--- config.mk ---
export PLATFORM = sky130hd
export DESIGN_NAME = plm_cell
export DESIGN_NICKNAME = d
export VERILOG_FILES = /design/src/hdl/plm_pkg.sv /design/src/hdl/plm_cell.sv
export SDC_FILE = /design/constraint.sdc
export NUM_CORES = 1
export LEC_CHECK = 0
export BUFFER_PORTS_ARGS = -buffer_cell sky130_fd_sc_hd__buf_2
export CORE_MARGIN = 2
export CORE_UTILIZATION = 40
export DETAILED_ROUTE_END_ITERATION = 7
export PLACE_DENSITY_LB_ADDON = 0.2
export SYNTH_ARGS = -nofsm -noshare
export SYNTH_HDL_FRONTEND = slang
export SYNTH_SLANG_ARGS = --single-unit
--- constraint.sdc ---
create_clock -name clk_i -period 8.4 [get_ports clk_i]
set_clock_uncertainty 0.05 [all_clocks]
set_input_delay 0.42 -clock clk_i [delete_from_list [all_inputs] [get_ports clk_i]]
set_output_delay 0.42 -clock clk_i [all_outputs]
set_load 0.03 [all_outputs]
--- src/hdl/plm_pkg.sv ---
// ----------------------------------------------------------------------------
// plm_pkg
// Shared types and codes of the positional list engine.
// ----------------------------------------------------------------------------
package plm_pkg;

  localparam int unsigned PosW = 11;

  typedef enum logic [2:0] {
    OpPush   = 3'd0,
    OpInsert = 3'd1,
    OpDelete = 3'd2,
    OpMove   = 3'd3,
    OpRead   = 3'd4
  } op_e;

  localparam logic [1:0] StDone     = 2'd0;
  localparam logic [1:0] StNoEffect = 2'd1;
  localparam logic [1:0] StFull     = 2'd2;

  typedef enum logic [1:0] {
    SIdle,
    SPlan,
    SGather,
    SApply
  } state_e;

  typedef struct packed {
    logic            apply;
    logic            up;
    logic            down;
    logic            wr;
    logic [PosW-1:0] lo;
    logic [PosW-1:0] hi;
    logic [PosW-1:0] wpos;
  } shift_ctl_t;

endpackage

--- src/hdl/plm_cell.sv ---
// ----------------------------------------------------------------------------
// plm_cell
// One storage cell of the list: holds, loads the broadcast word, or takes
// the word of its left or right neighbor.
// ----------------------------------------------------------------------------
module plm_cell #(
  parameter int unsigned POS = 0
) (
  input  logic                   clk_i,
  input  plm_pkg::shift_ctl_t    ctl_i,
  input  logic [31:0]            left_i,
  input  logic [31:0]            right_i,
  input  logic [31:0]            word_i,
  output logic [31:0]            val_o
);

  localparam int unsigned PW = plm_pkg::PosW;
  localparam logic [PW-1:0] Pos = PW'(POS);

  logic [31:0] val_d;
  logic [31:0] val_q;
  logic        in_range;

  assign in_range = (ctl_i.lo <= Pos) && (Pos <= ctl_i.hi);

  always_comb begin
    val_d = val_q;
    if (ctl_i.wr && (ctl_i.wpos == Pos)) begin
      val_d = word_i;
    end else if (ctl_i.up && in_range) begin
      val_d = left_i;
    end else if (ctl_i.down && in_range) begin
      val_d = right_i;
    end
  end

  always_ff @(posedge clk_i) begin
    if (ctl_i.apply) begin
      val_q <= val_d;
    end
  end

  assign val_o = val_q;

endmodule

; After elaboration in Yosys (flattened, before gate mapping)
; Cells that the tools add are included.
; W data, S select, Z words.
[word_totals]
input_bits = 134
output_inout_bits = 32
word_cells = 13
regBits = 32
[classes]
n_reduce_logical = 7
order_cmp = 2
n_mux = 3
[op_table]
columns = cell, count
row1 = $mux W32, 3
row2 = $le A1 B11 Y1 const A, 1
row3 = $le A11 B1 Y1 const B, 1
row4 = $logic_not A11 Y1, 1
row5 = $logic_and A1 B1 Y1, 4
row6 = $reduce_bool A3 Y1, 1
row7 = $reduce_and A2 Y1, 1

; Depth between registers and ports, before layout
; Gate-level depths: netlist of the first run.
[depth]
depth_word = 6
mapped_depth = 6
depth_no_buf = 4

; Least setup slack after synthesis of the first run
; OpenSTA, ideal clock, no wires.
[synth_timing]
path_kind = input to register
start = input port ctl_i[26] (netlist bit)
end = register val_q[0], in the netlist val_o[0] (enable)
required_time_ps = 7920
n_path_buf = 2
arrival_ps = 2899
stages = 6
setup_time_ps = 430
path_slack_ps = 5021
path_cell_list = nor4_4 -> and4b_1 -> buf_2 -> buf_6 -> o21ai_1 -> a21boi_1
[synth_between]
elab_chain_len = 5
elab_cells_between_ends = 6
classes_between = 1 x order compare / 5 x reduce/logical
[synth_lines]
columns = item, line_no
row1 = "start, declared", plm_cell.sv:10  ; input plm_pkg::shift_ctl_t ctl_i,
row2 = $le A11 B1 Y1 *, plm_cell.sv:24  ; assign in_range = (ctl_i.lo <= Pos) && (Pos <= ctl_i.hi);
row3 = $logic_and A1 B1 Y1 *, plm_cell.sv:24
row4 = "$logic_and A1 B1 Y1, on equally long branches", "plm_cell.sv:30, plm_cell.sv:32"
row5 = $reduce_bool A3 Y1 (no source line) *, -
row6 = $reduce_and A2 Y1 (no source line) *, -
row7 = "end signal, assigned", plm_cell.sv:39  ; val_q <= val_d;
row8 = "end, declared", plm_cell.sv:21  ; logic [31:0] val_q;
; Every way passes the cells marked *; elsewhere a longest branch is shown, timed or not.
; A chain may end at the register's enable or synchronous reset.

; Worst setup path after layout of the first run
[layout_timing]
start = input port ctl_i[26] (netlist bit)
end = register val_q[7], in the netlist val_o[7] (enable)
; The elaborated chain is that of the path after synthesis.

==> metrics list, run 1 <==
* Site Rows: 26
- The number of global-route vias before repair came to 2123.
- Clock tree sinks: 32
- The share of the Yosys chip area taken by registers is 0.465.
* Critical-path maximum fanout: 33
* Core Region: 5040 sq um
* Share of the cycle needed by the critical path after routing: 0.307
* Ordered list of cells on the worst path: buf_2, nor4_4, buf_4, and4b_1, o21ai_1, a21boi_4
- The tool flagged a number of max-cap violations equal to 0.
- The first global-routing pass estimated about 9600 um of wire.
- Clock Pin Slew Worst Setup and Hold Paths: 0.07 ns
* Buffers inserted by post-CTS timing repair: 0
* Relative max-transition margin: 0.289
* Worst path setup slack after routing: 5.82 ns
* IO buf count: 154
- Fill cell instance count of the final layout: ~470
- Worst endpoint required time: 8.24 ns
- The internal portion of the total power is 0.265 mW.
- Combined area of all synthesized cells: 2070 sq um
- The path with the worst hold slack has its endpoint at val_o[8].
* Category of the critical setup timing path: in -> reg
- The worst hold path begins at word_i[8].
- The die covers 5760 sq um.
- Number of primary I/O pins: 166
- Relative to the synthesized area, the layout overhead comes to 42.9%.
* Tightest Pin Transition: 1.06 ns
- The worst path needs between 2 and 3 ns of the cycle, external delays included.
* Maximum VDD drop: 0.0000858 V
* Final core area utilization: 0.586
- In the post-synthesis netlist, the biggest area contributors are sky130_fd_sc_hd__edfxtp_1 47%, sky130_fd_sc_hd__a41oi_1 14%, sky130_fd_sc_hd__a31oi_1 9.7%.
- In this run, synthesis produced a sequential element count of 32.
- Measured along the x axis, the die boundary spans around 76 um.
* Final hold viol count: 0
* Number of cells after detailed placement: ~430
- Post-Syn Nets: 365
- Derived from the worst setup path, the maximum achievable clock frequency is 387 MHz.
* Number of different library cells in the post-synthesis netlist: 18
- Of the post-synthesis cell area, the dominant cell type holds 0.465.
- Warnings from Yosys: 0
- Dividing the detail-routed wire length by the instance count gives 14.3 um.
- Finished Cell Area: 2950 sq um
- Unrepaired setup endpoints after global routing: false
* Weighted congestion reported at the end of routability-driven placement: 0.892
- The tightest min-delay check is of the in -> reg type.
- In the synthesized netlist, the number of instances is 231.
- The first detailed-routing pass ran for 4 iterations.
- The number of hold buffers added after CTS was 0.
- Outcome: finished, final reports clean
* Final setup viols: 0
- The clock passes through at most 2 buffers.
* Max-slew violation total from the final report: 0
- After detailed routing, the total wire length is ~6300 um.
- Post-Place Cell Area: 2870 sq um
- For the final routed database, the setup TNS stands at 0 ns.
* Number of routed nets with antenna violations: 0
- For this run, asynchronously set or reset flops after synthesis account for 0.
- Of the total power, combinational logic draws 0.173.
- For this run, design rule violations remaining after detail routing come to 0.
- Leakage power summed over all cells: 1.38 nW
- PD cells: 118 nW/um^2
- The number of antenna diodes in the final layout is 0.
- The most used flip-flop cell after synthesis is sky130_fd_sc_hd__edfxtp_1.
- Starting utilization of the core area: 0.410
- Post-CTS repair changed the size of 0 cells.
- Data arrives at the worst endpoint at 2.42 ns.
- A synthesized cell averages 8.94 sq um.
- After legalization and detailed placement, the total HPWL measured roughly 4300 um.
* Non-filler instance count after layout: 442
- Entering global routing, the biggest net connects 65 pins.
- Nets@finish: approximately 510
- Cell depth of the worst min-delay path: 3
* Relative contribution of the clock network to total power: 0.324
- Sw power: 0.0837 mW
- The number of antenna violations at the first check in global routing was 0.
* Kind of start point of the critical path: input pin
- Clock tree synthesis inserted a total of 5 buffers.
- TritonCTS built the clock tree.
- Of the cells placed in the final design, the portion with a size suffix greater than 1 is 0.460.
- Dividing the detail-routed via count by the number of cells gives 5.25.
- Most repeated cell in the gate-level netlist after synthesis: sky130_fd_sc_hd__nor2_1
- Die outline height: 75.9 um
- For this run the aggregate overflow at the end of global routing stands at 0.
- The register with the most flip-flops in the layout has 32 of them.
- The first routing iteration left 155 violations.
* GRT Util Overall: 0.223
- Slowest library cell on the worst path: sky130_fd_sc_hd__a21boi_4
* Type of destination of the critical path: flop
* Post-synth EDFFs: 32
- H-tree depth reported by CTS: 2
- Summing over every cut layer, the via total after detailed routing is 2320.
- Worst setup timing slack at the placement stage: 5.50 ns
- Net switching share of the total power: 0.240
- Root Buffer: sky130_fd_sc_hd__clkbuf_8
- Crit path largest cell delay: 0.86 ns
* Cell accounting for the most synthesized area: sky130_fd_sc_hd__edfxtp_1
* Sequential share of power: 0.503
[worst max-delay path: cells and delay by family]
family / cells / cell delay, ns
buffers and inverters: 2 / 0.48
AND/OR/NAND/NOR: 2 / 0.54
AO/OA/AOI/OAI: 2 / 0.97
[area by class of cell]
class,instances,area [sq um],area share
Clock buffer,7,76.3,0.0258
Timing Repair Buffer,160,816,0.276
Sequential cell,32,961,0.325
Clock inverter,1,3.75,0.00127
Multi-Input combinational cell,140,888,0.301
Tap cell,70,87.6,0.0297
Inverter,32,120,0.0407
[routing by layer]
metal | GRT usage | up-vias | part of all wire
met5 | 0 | - | 0
met2 | 0.372 | 127 | 0.48
li1 | - | 1159 | -
met1 | 0.264 | 1024 | 0.39
met3 | 0.0688 | 10 | 0.11
met4 | 0.0975 | 0 | 0.018
[cell families after synthesis]
logic type / share of synthesized area
compound gates: 0.316
buf+inv: 0.119
flops: 0.465
simple gates: 0.0993
[power by group through the flow]
stage / clock network [mW] / registers [mW] / logic, mW
after floorplan: 0 / 0.179 / 0.0251
after global placement: 0 / 0.179 / 0.0596
after detailed placement: 0 / 0.179 / 0.0600
after CTS: 0.115 / 0.176 / 0.0603
after global routing: 0.121 / 0.175 / 0.0673
final: 0.113 / 0.176 / 0.0603
[cells in the final DEF (no fill, tap or decap), types with 2 or more instances in the layout]
master / instances
sky130_fd_sc_hd__a31oi_1: 32
sky130_fd_sc_hd__nor2_1: 32
sky130_fd_sc_hd__a41oi_1: 32
sky130_fd_sc_hd__nor4_1: 3
sky130_fd_sc_hd__a21oi_1: 32
sky130_fd_sc_hd__inv_1: 32
sky130_fd_sc_hd__buf_2: 154
sky130_fd_sc_hd__buf_4: 6
sky130_fd_sc_hd__clkbuf_8: 5
sky130_fd_sc_hd__edfxtp_1: 32
sky130_fd_sc_hd__clkbuf_1: 2
[worst max-delay path by stage]
stage / end / cells after the start / from / slack (ns)
4_1_cts: val_o[7] / 6 / ctl_i[26] / 5.79
3_3_place_gp: val_o[25] / 6 / ctl_i[26] / 5.51
6_report: val_o[7] / 6 / ctl_i[26] / 5.82
5_1_grt: val_o[7] / 6 / ctl_i[26] / 5.59
2_1_floorplan: val_o[0] / 6 / ctl_i[26] / 5.02
3_5_place_dp: val_o[20] / 6 / ctl_i[26] / 5.50
[metrics by stage]
stage | hold slack, ns | power (mW)
floorplan | 0.600 | 0.204
global placement | 0.691 | 0.239
detailed placement | 0.696 | 0.239
CTS | 0.405 | 0.351
global route | 0.426 | 0.364
finish | 0.414 | 0.349
(Power assumes the default switching activity.)
==> inputs of run 2 (changes only) <==
- CORE_UTILIZATION: 40 -> 39
- clock period: 8.4 -> 2.42 ns (I/O delays scaled with it)
==> run 2 against run 1 <==
  * Global-route usage up 0.62 points
  * Worst hold slack worse by 0.29 ns
  * Wire length increased by 4.6%
  * Critical path depth stayed put
  * Clock power grew to 3.1 times the previous value
  * Highest routed layer unchanged
==> metrics list, run 2 (synthesized netlist as in run 1, its figures left out) <==
- The run finished with clean final reports.
- The number of diodes added for antenna fixing was 0 (unchanged).
- Most common cell after layout, fill and taps aside: sky130_fd_sc_hd__buf_2
- The end-of-flow core utilization came to 0.579 (-0.00672).
- Core Region: 5110 sq um (+1.3%)
- Wire length reported by the detailed router: 6610 um (+4.6%)
* Die footprint: 5900 sq um (+2.4%)
- Weighted congestion reported at the end of routability-driven placement: 0.784 (-12%)
- The total setup violations reported at the end of the flow is 0 (unchanged).
- Tot Pwr: 1.18 mW (+240%)
- Share of the cycle needed by the critical path after routing: 0.655
- The headroom to the max-slew limit came to 0.595 (+0.306).
- Number of vias per cell: 5.34 (+1.7%)
- Leakage power summed over all cells: 1.38 nW (+0.46%)
* Max-slew violation total from the final report: 0 (unchanged)
- The signal on the critical path passes through buf_2, nor4_4, and4b_1, o21ai_1, a21boi_4, buf_4.
* Worst path setup slack after routing: 0.834 ns (-4.98 ns)
- Half-perimeter wire length after detailed placement: 4420 um (+2.8%)
* Flip-flop count of the largest register after layout: 32 (unchanged)
* Initial antenna violation count: 0 (unchanged)
* Kind of start point of the critical path: input pin
* Cts-stage hold buffer count: 0 (unchanged)
- The worst setup slack after placement is 0.531 ns (-4.97 ns).
* Category of the critical setup timing path: in -> reg
* IO buf count: 154 (unchanged)
- The worst hold path belongs to the class in -> reg.
- Number of iterations in the first detailed-routing pass: 5 (+1)
* Crit path largest cell delay: 0.39 ns (-0.47 ns)
* Root Buffer: sky130_fd_sc_hd__clkbuf_8
* Share of cells above drive strength 1: 0.466 (+0.00663)
- The H-tree depth was 2 (unchanged).
* TritonCTS clock tree: built
* Tightest Pin Transition: 0.607 ns (-0.456 ns)
* Buffers inserted by post-CTS timing repair: 0 (unchanged)
* Final hold viol count: 0 (unchanged)
- The count of nets after finishing is 507 (+0.40%).
- The startpoint identified for the worst hold timing path is word_i[25].
- Minimum period implied by the final worst setup slack: 1.59 ns
- The critical path arrival is 1.46 ns (-0.96 ns).
- The required time of the worst setup path is 2.29 ns (-5.95 ns).
* GRT Util Overall: 0.229 (+0.00624)
* Site Rows: 26 (unchanged)
- Type of destination of the critical path: flop
- The number of max-cap violations came to 0 (unchanged).
* Overall via count from detail_route: 2354 (+1.5%)
- The overflow left after global routing is 0 (unchanged).
* Worst hold margin: 0.121 ns (-0.293 ns)
- Count of routing violations after the opening detailed-route iteration: 173 (+12%)
- PD cells: 398 nW/um^2 (+240%)
- Layout overhead on the synthesized area: 43.1%
- Number of primary I/O pins: 166 (unchanged)
- Total Neg Setup Slack: 0 ns (unchanged)
* Max Freq: between 600 and 700 MHz
- CTS max path bufs: 2 (unchanged)
- The number of sinks driven by the clock tree was 32 (unchanged).
- The worst vdd rail ir drop is 0.000174 V (+100%).
- The biggest fanout along the worst timing path was 32 (-3.0%).
- In this run the worst setup path begins at ctl_i[26].
- Die extent in x: 76.8 um (+1.2%)
- The number of nets with antenna violations after detailed routing is 0 (unchanged).
- The largest individual stage delay along the critical path comes from the cell sky130_fd_sc_hd__buf_4.
- Setup repair after global routing left no endpoint under its margin.
* Post-CTS resize count: 0 (unchanged)
- The number of CTS-inserted buffers came to 5 (unchanged).
* Number of global-route vias before repair: 2381 (+12%)
* Die outline height: 76.8 um (+1.2%)
- The global-route wire length before repair is 10800 um (+12%).
- The starting density of the core was 0.404 (-0.00522).
- The routed wire length per instance was 15.0 um (+4.8%).
- DRC viols: 0 (unchanged)
- Clock Pin Slew Worst Setup and Hold Paths: 0.06 ns (about the same)
* Largest net degree at the start of global routing: 65 (unchanged)
## run 2: where the power goes
part,internal [mW],switching (mW)
combinational,0.113,0.100
sequential,0.610,0.0000494
clock,0.185,0.168
## run 2: cell type report
| type | instances | area [sq um] |
|---|---|---|
| clock buffer | 5 | 68.8 |
| sequential | 32 | 961 |
| tap | 70 | 87.6 |
| fill | 493 | 2150 |
| inverter | 32 | 120 |
| multi-input combinational | 140 | 888 |
| timing repair buffer | 162 | 831 |
## run 2: path summary, 6_finish.rpt
kind / cells after the start / slack (ns) / to
setup / recovery: 6 / 0.83 / val_o[4]
hold / removal: 3 / 0.12 / val_o[25]
## run 2: through the flow
step / area, sq um / instances
after global routing: 2960 / 441
after detailed placement: 2890 / 436
after global placement: 2890 / 436
final: 2960 / 441
after floorplan: 2070 / 231
after CTS: 2960 / 441
## run 2: critical path: cells and delay by family
kind	cells	cell delay, ns
AO/OA/AOI/OAI	2	0.27
buffers and inverters	2	0.51
AND/OR/NAND/NOR	2	0.55
## run 2: metal layers
layer / GRT usage / vias up / part of all wire
met5: 0 / - / 0
met4: 0.0927 / 0 / 0.0092
met3: 0.0847 / 6 / 0.10
met2: 0.402 / 128 / 0.50
met1: 0.249 / 1063 / 0.39
li1: - / 1157 / -
==> inputs of run 3 (changes only) <==
- ABC_AREA: default -> 1
- CORE_UTILIZATION: 39 -> 40
- clock period: 2.42 -> 1.57 ns (I/O delays scaled with it)
==> run 3 against run 2 <==
  * Total power rose by 57%
  * Sequential power rose by 54%
  * Worst hold slack got worse by 0.10 ns
  * Cell area rose by 9.1%
==> metrics list, run 3 <==
- Outcome: finished, final reports clean
- The number of max-cap violations came to 0 (unchanged).
* Die outline height: 79.3 um (+3.2%)
- Type of destination of the critical path: flop
* Unrepaired setup endpoints after global routing: false
- Flip-flop count of the largest register after layout: 32 (unchanged)
* Minimum period implied by the final worst setup slack: ~1.2 ns
- Nets@finish: 598 (+18%)
* Worst endpoint required time: 1.67 ns (-0.62 ns)
- The biggest fanout along the worst timing path was 32 (unchanged).
- Share of the cycle needed by the critical path after routing: 0.774
- Maximum VDD drop: 0.000312 V (+79%)
- Die extent in x: 79.3 um (+3.2%)
- Worst hold margin: 0.0195 ns (-0.101 ns)
- sky130_fd_sc_hd__edfxtp_1 takes more of the synthesized area than any other cell.
- Leaving out fill and tap cells, the most frequent cell in the layout is sky130_fd_sc_hd__buf_2.
- TritonCTS clock tree: built
- The routed via count is 2495 (+6.0%).
- The number of buffer and inverter stages on the critical path came to 2 (unchanged).
- Clock Pin Slew Worst Setup and Hold Paths: 0.07 ns (about the same)
* Final hold viol count: 0 (unchanged)
- The count of input and output buffers was 154 (unchanged).
* Final core area utilization: 0.589 (+0.0105)
* Arrival time worst endpoint: 1.32 ns (-0.14 ns)
- Total Neg Setup Slack: 0 ns (unchanged)
- The headroom to the max-slew limit came to 0.744 (+0.149).
* Number of standard cells after synthesis: 311 (+35%)
* Post-CTS resize count: 0 (unchanged)
* Initial antenna violation count: 0 (unchanged)
* Biggest area contributors in the synthesized netlist: sky130_fd_sc_hd__edfxtp_1 42%, sky130_fd_sc_hd__nand2_1 17%, sky130_fd_sc_hd__inv_1 11%
- The DRC violation total after the first TritonRoute iteration came to 118 (-32%).
- The fraction of registers with async set or reset after synthesis was 0 (unchanged).
- CP delay by family, top: simple AND/OR/NAND/NOR gates
- The commonest cells after synthesis are 102 x sky130_fd_sc_hd__nand2_1, 69 x sky130_fd_sc_hd__inv_1, 33 x sky130_fd_sc_hd__nand3_1, 32 x sky130_fd_sc_hd__edfxtp_1, 32 x sky130_fd_sc_hd__nand4_1.
- Remaining global-route overflow: 0 (unchanged)
- Number of primary I/O pins: 166 (unchanged)
- Core Region: 5470 sq um (+7.2%)
- Site Rows: 27 (+3.8%)
- Post-Syn Nets: 445 (+22%)
- The proportion of synthesized chip area in sequential cells is 0.424 (-0.0411).
* Crit path largest cell delay: 0.32 ns (-0.07 ns)
- Wire length reported by the detailed router: 6180 um (-6.4%)
- Number of clock buffers inserted by TritonCTS: 5 (unchanged)
* Kind of start point of the critical path: input pin
- Starting utilization of the core area: 0.414 (+0.00958)
* Number of different library cells in the post-synthesis netlist: 20 (+2)
- The number of global-route vias before repair was 2330 (-2.1%).
* Ordered list of cells on the worst path: buf_2, nor2_4, nand2_2, nor2_4, buf_12, nand3_4, nand2_1, nand3_1, nand2_1
- The total power draw came to 1.84 mW (+57%).
- Top library cells by usage in the layout, fill and taps aside: 154 x sky130_fd_sc_hd__buf_2, 102 x sky130_fd_sc_hd__nand2_1, 69 x sky130_fd_sc_hd__inv_1, 33 x sky130_fd_sc_hd__nand3_1
- The synthesized cell area is 2270 sq um (+9.7%).
- The most used flip-flop cell after synthesis is sky130_fd_sc_hd__edfxtp_1.
- Timing would allow up to between 800 and 900 MHz.
- The detailed-router iteration count before antenna repair is 4 (-1).
- Max-slew violation total from the final report: 0 (unchanged)
* Slowest library cell on the worst path: sky130_fd_sc_hd__nand3_4
- The total die area is 6280 sq um (+6.6%).
- Compared with the post-synthesis result, the final layout area differs by 42.4%.
- H-tree depth reported by CTS: 2 (unchanged)
* Category of the critical setup timing path: in -> reg
- DRC viols: 0 (unchanged)
- The power density over the cells came to 571 nW/um^2 (+44%).
* Share of cells above drive strength 1: 0.391 (-0.0749)
- The number of diodes added for antenna fixing is 0 (unchanged).
- Area fraction of the dominant cell type after synthesis: 0.424 (-0.0411)
* Largest net degree at the start of global routing: 33 (-49%)
- Warnings from Yosys: 0 (unchanged)
* Leakage power summed over all cells: 1.82 nW (+32%)
* Number of vias per cell: 4.65 (-13%)
- GRT Util Overall: 0.197 (-0.0322)
- The count of flip-flops with a built-in enable after synthesis is 32 (unchanged).
* Buffers inserted by post-CTS timing repair: 0 (unchanged)
* First-pass GRT wire length: 9820 um (-8.8%)
- Weighted congestion reported at the end of routability-driven placement: 0.778 (-0.78%)
- The post-synthesis area per instance came to 7.29 sq um (-19%).
- Wire length per cell: 11.5 um (-23%)
* Tightest Pin Transition: 0.384 ns (-0.223 ns)
* Half-perimeter wire length after detailed placement: 4630 um (+4.8%)
- Clock tree sinks: 32 (unchanged)
- The number of buffers inserted by hold repair at cts was 0 (unchanged).
- The number of nets with antenna violations after detailed routing is 0 (unchanged).
* Most repeated cell in the gate-level netlist after synthesis: sky130_fd_sc_hd__nand2_1
- The synthesis-stage register bit count is 32 (unchanged).
- Final setup viols: 0 (unchanged)
- In this run the worst hold path is classified as in -> reg.
- The maximum count of clock buffers along a single path was 2 (unchanged).
* Root Buffer: sky130_fd_sc_hd__clkbuf_8
-- run 3: changes by cell type after synthesis, moves of 4 or more --
cell                       before  now
sky130_fd_sc_hd__a21oi_1       32    0
sky130_fd_sc_hd__nor2_1        33   13
sky130_fd_sc_hd__a41oi_1       32    0
sky130_fd_sc_hd__clkbuf_1      22    3
sky130_fd_sc_hd__inv_1         32   69
sky130_fd_sc_hd__a31oi_1       32    0
sky130_fd_sc_hd__buf_2          2    6
sky130_fd_sc_hd__nand2_1        0  102
sky130_fd_sc_hd__nand4_1        0   32
sky130_fd_sc_hd__nand3_1        1   33
-- run 3: path summary, 6_finish.rpt --
check	start	to	slack, ns	cells past startpoint
worst max-delay path	ctl_i[31]	val_o[12]	0.36	9
worst min-delay path	word_i[14]	val_o[14]	0.02	3
-- run 3: per-layer routing --
metal,GRT usage,vias to the layer above,part of all wire
met2,0.358,106,0.49
met1,0.232,1096,0.42
met3,0.0489,4,0.083
met4,0.0483,0,0.0073
met5,0,-,0
li1,-,1289,-
-- run 3: area by class of cell --
type | count | area (sq um)
clock buffer | 5 | 68.8
fill | 537 | 2250
timing repair buffer | 165 | 903
multi-input combinational | 191 | 930
inverter | 69 | 259
clock inverter | 3 | 13.8
tap | 72 | 90.1
sequential | 32 | 961
-- run 3: where the power goes --
| group | switching [mW] | internal, mW |
|---|---|---|
| clock network | 0.300 | 0.301 |
| logic | 0.140 | 0.160 |
| registers | 0.0000762 | 0.939 |
| total | 0.440 | 1.40 |
-- run 3: kinds of logic (layout without fill, tap and decap cells) --
| family | Yosys count | after routing | synth area share |
|---|---|---|---|
| simple gates | 189 | 189 | 0.391 |
| buf+inv | 88 | 242 | 0.178 |
| flops | 32 | 32 | 0.424 |
| compound gates | 2 | 2 | 0.00663 |
-- run 3: per-stage QoR --
| stage | std cells | setup slack, ns | area (sq um) |
|---|---|---|---|
| floorplan | 311 | -0.0681 | 2290 |
| finish | 537 | 0.355 | 3230 |
| global placement | 529 | 0.0805 | 3140 |
| global route | 537 | 0.176 | 3230 |
| CTS | 537 | 0.353 | 3230 |
| detailed placement | 529 | 0.0585 | 3140 |
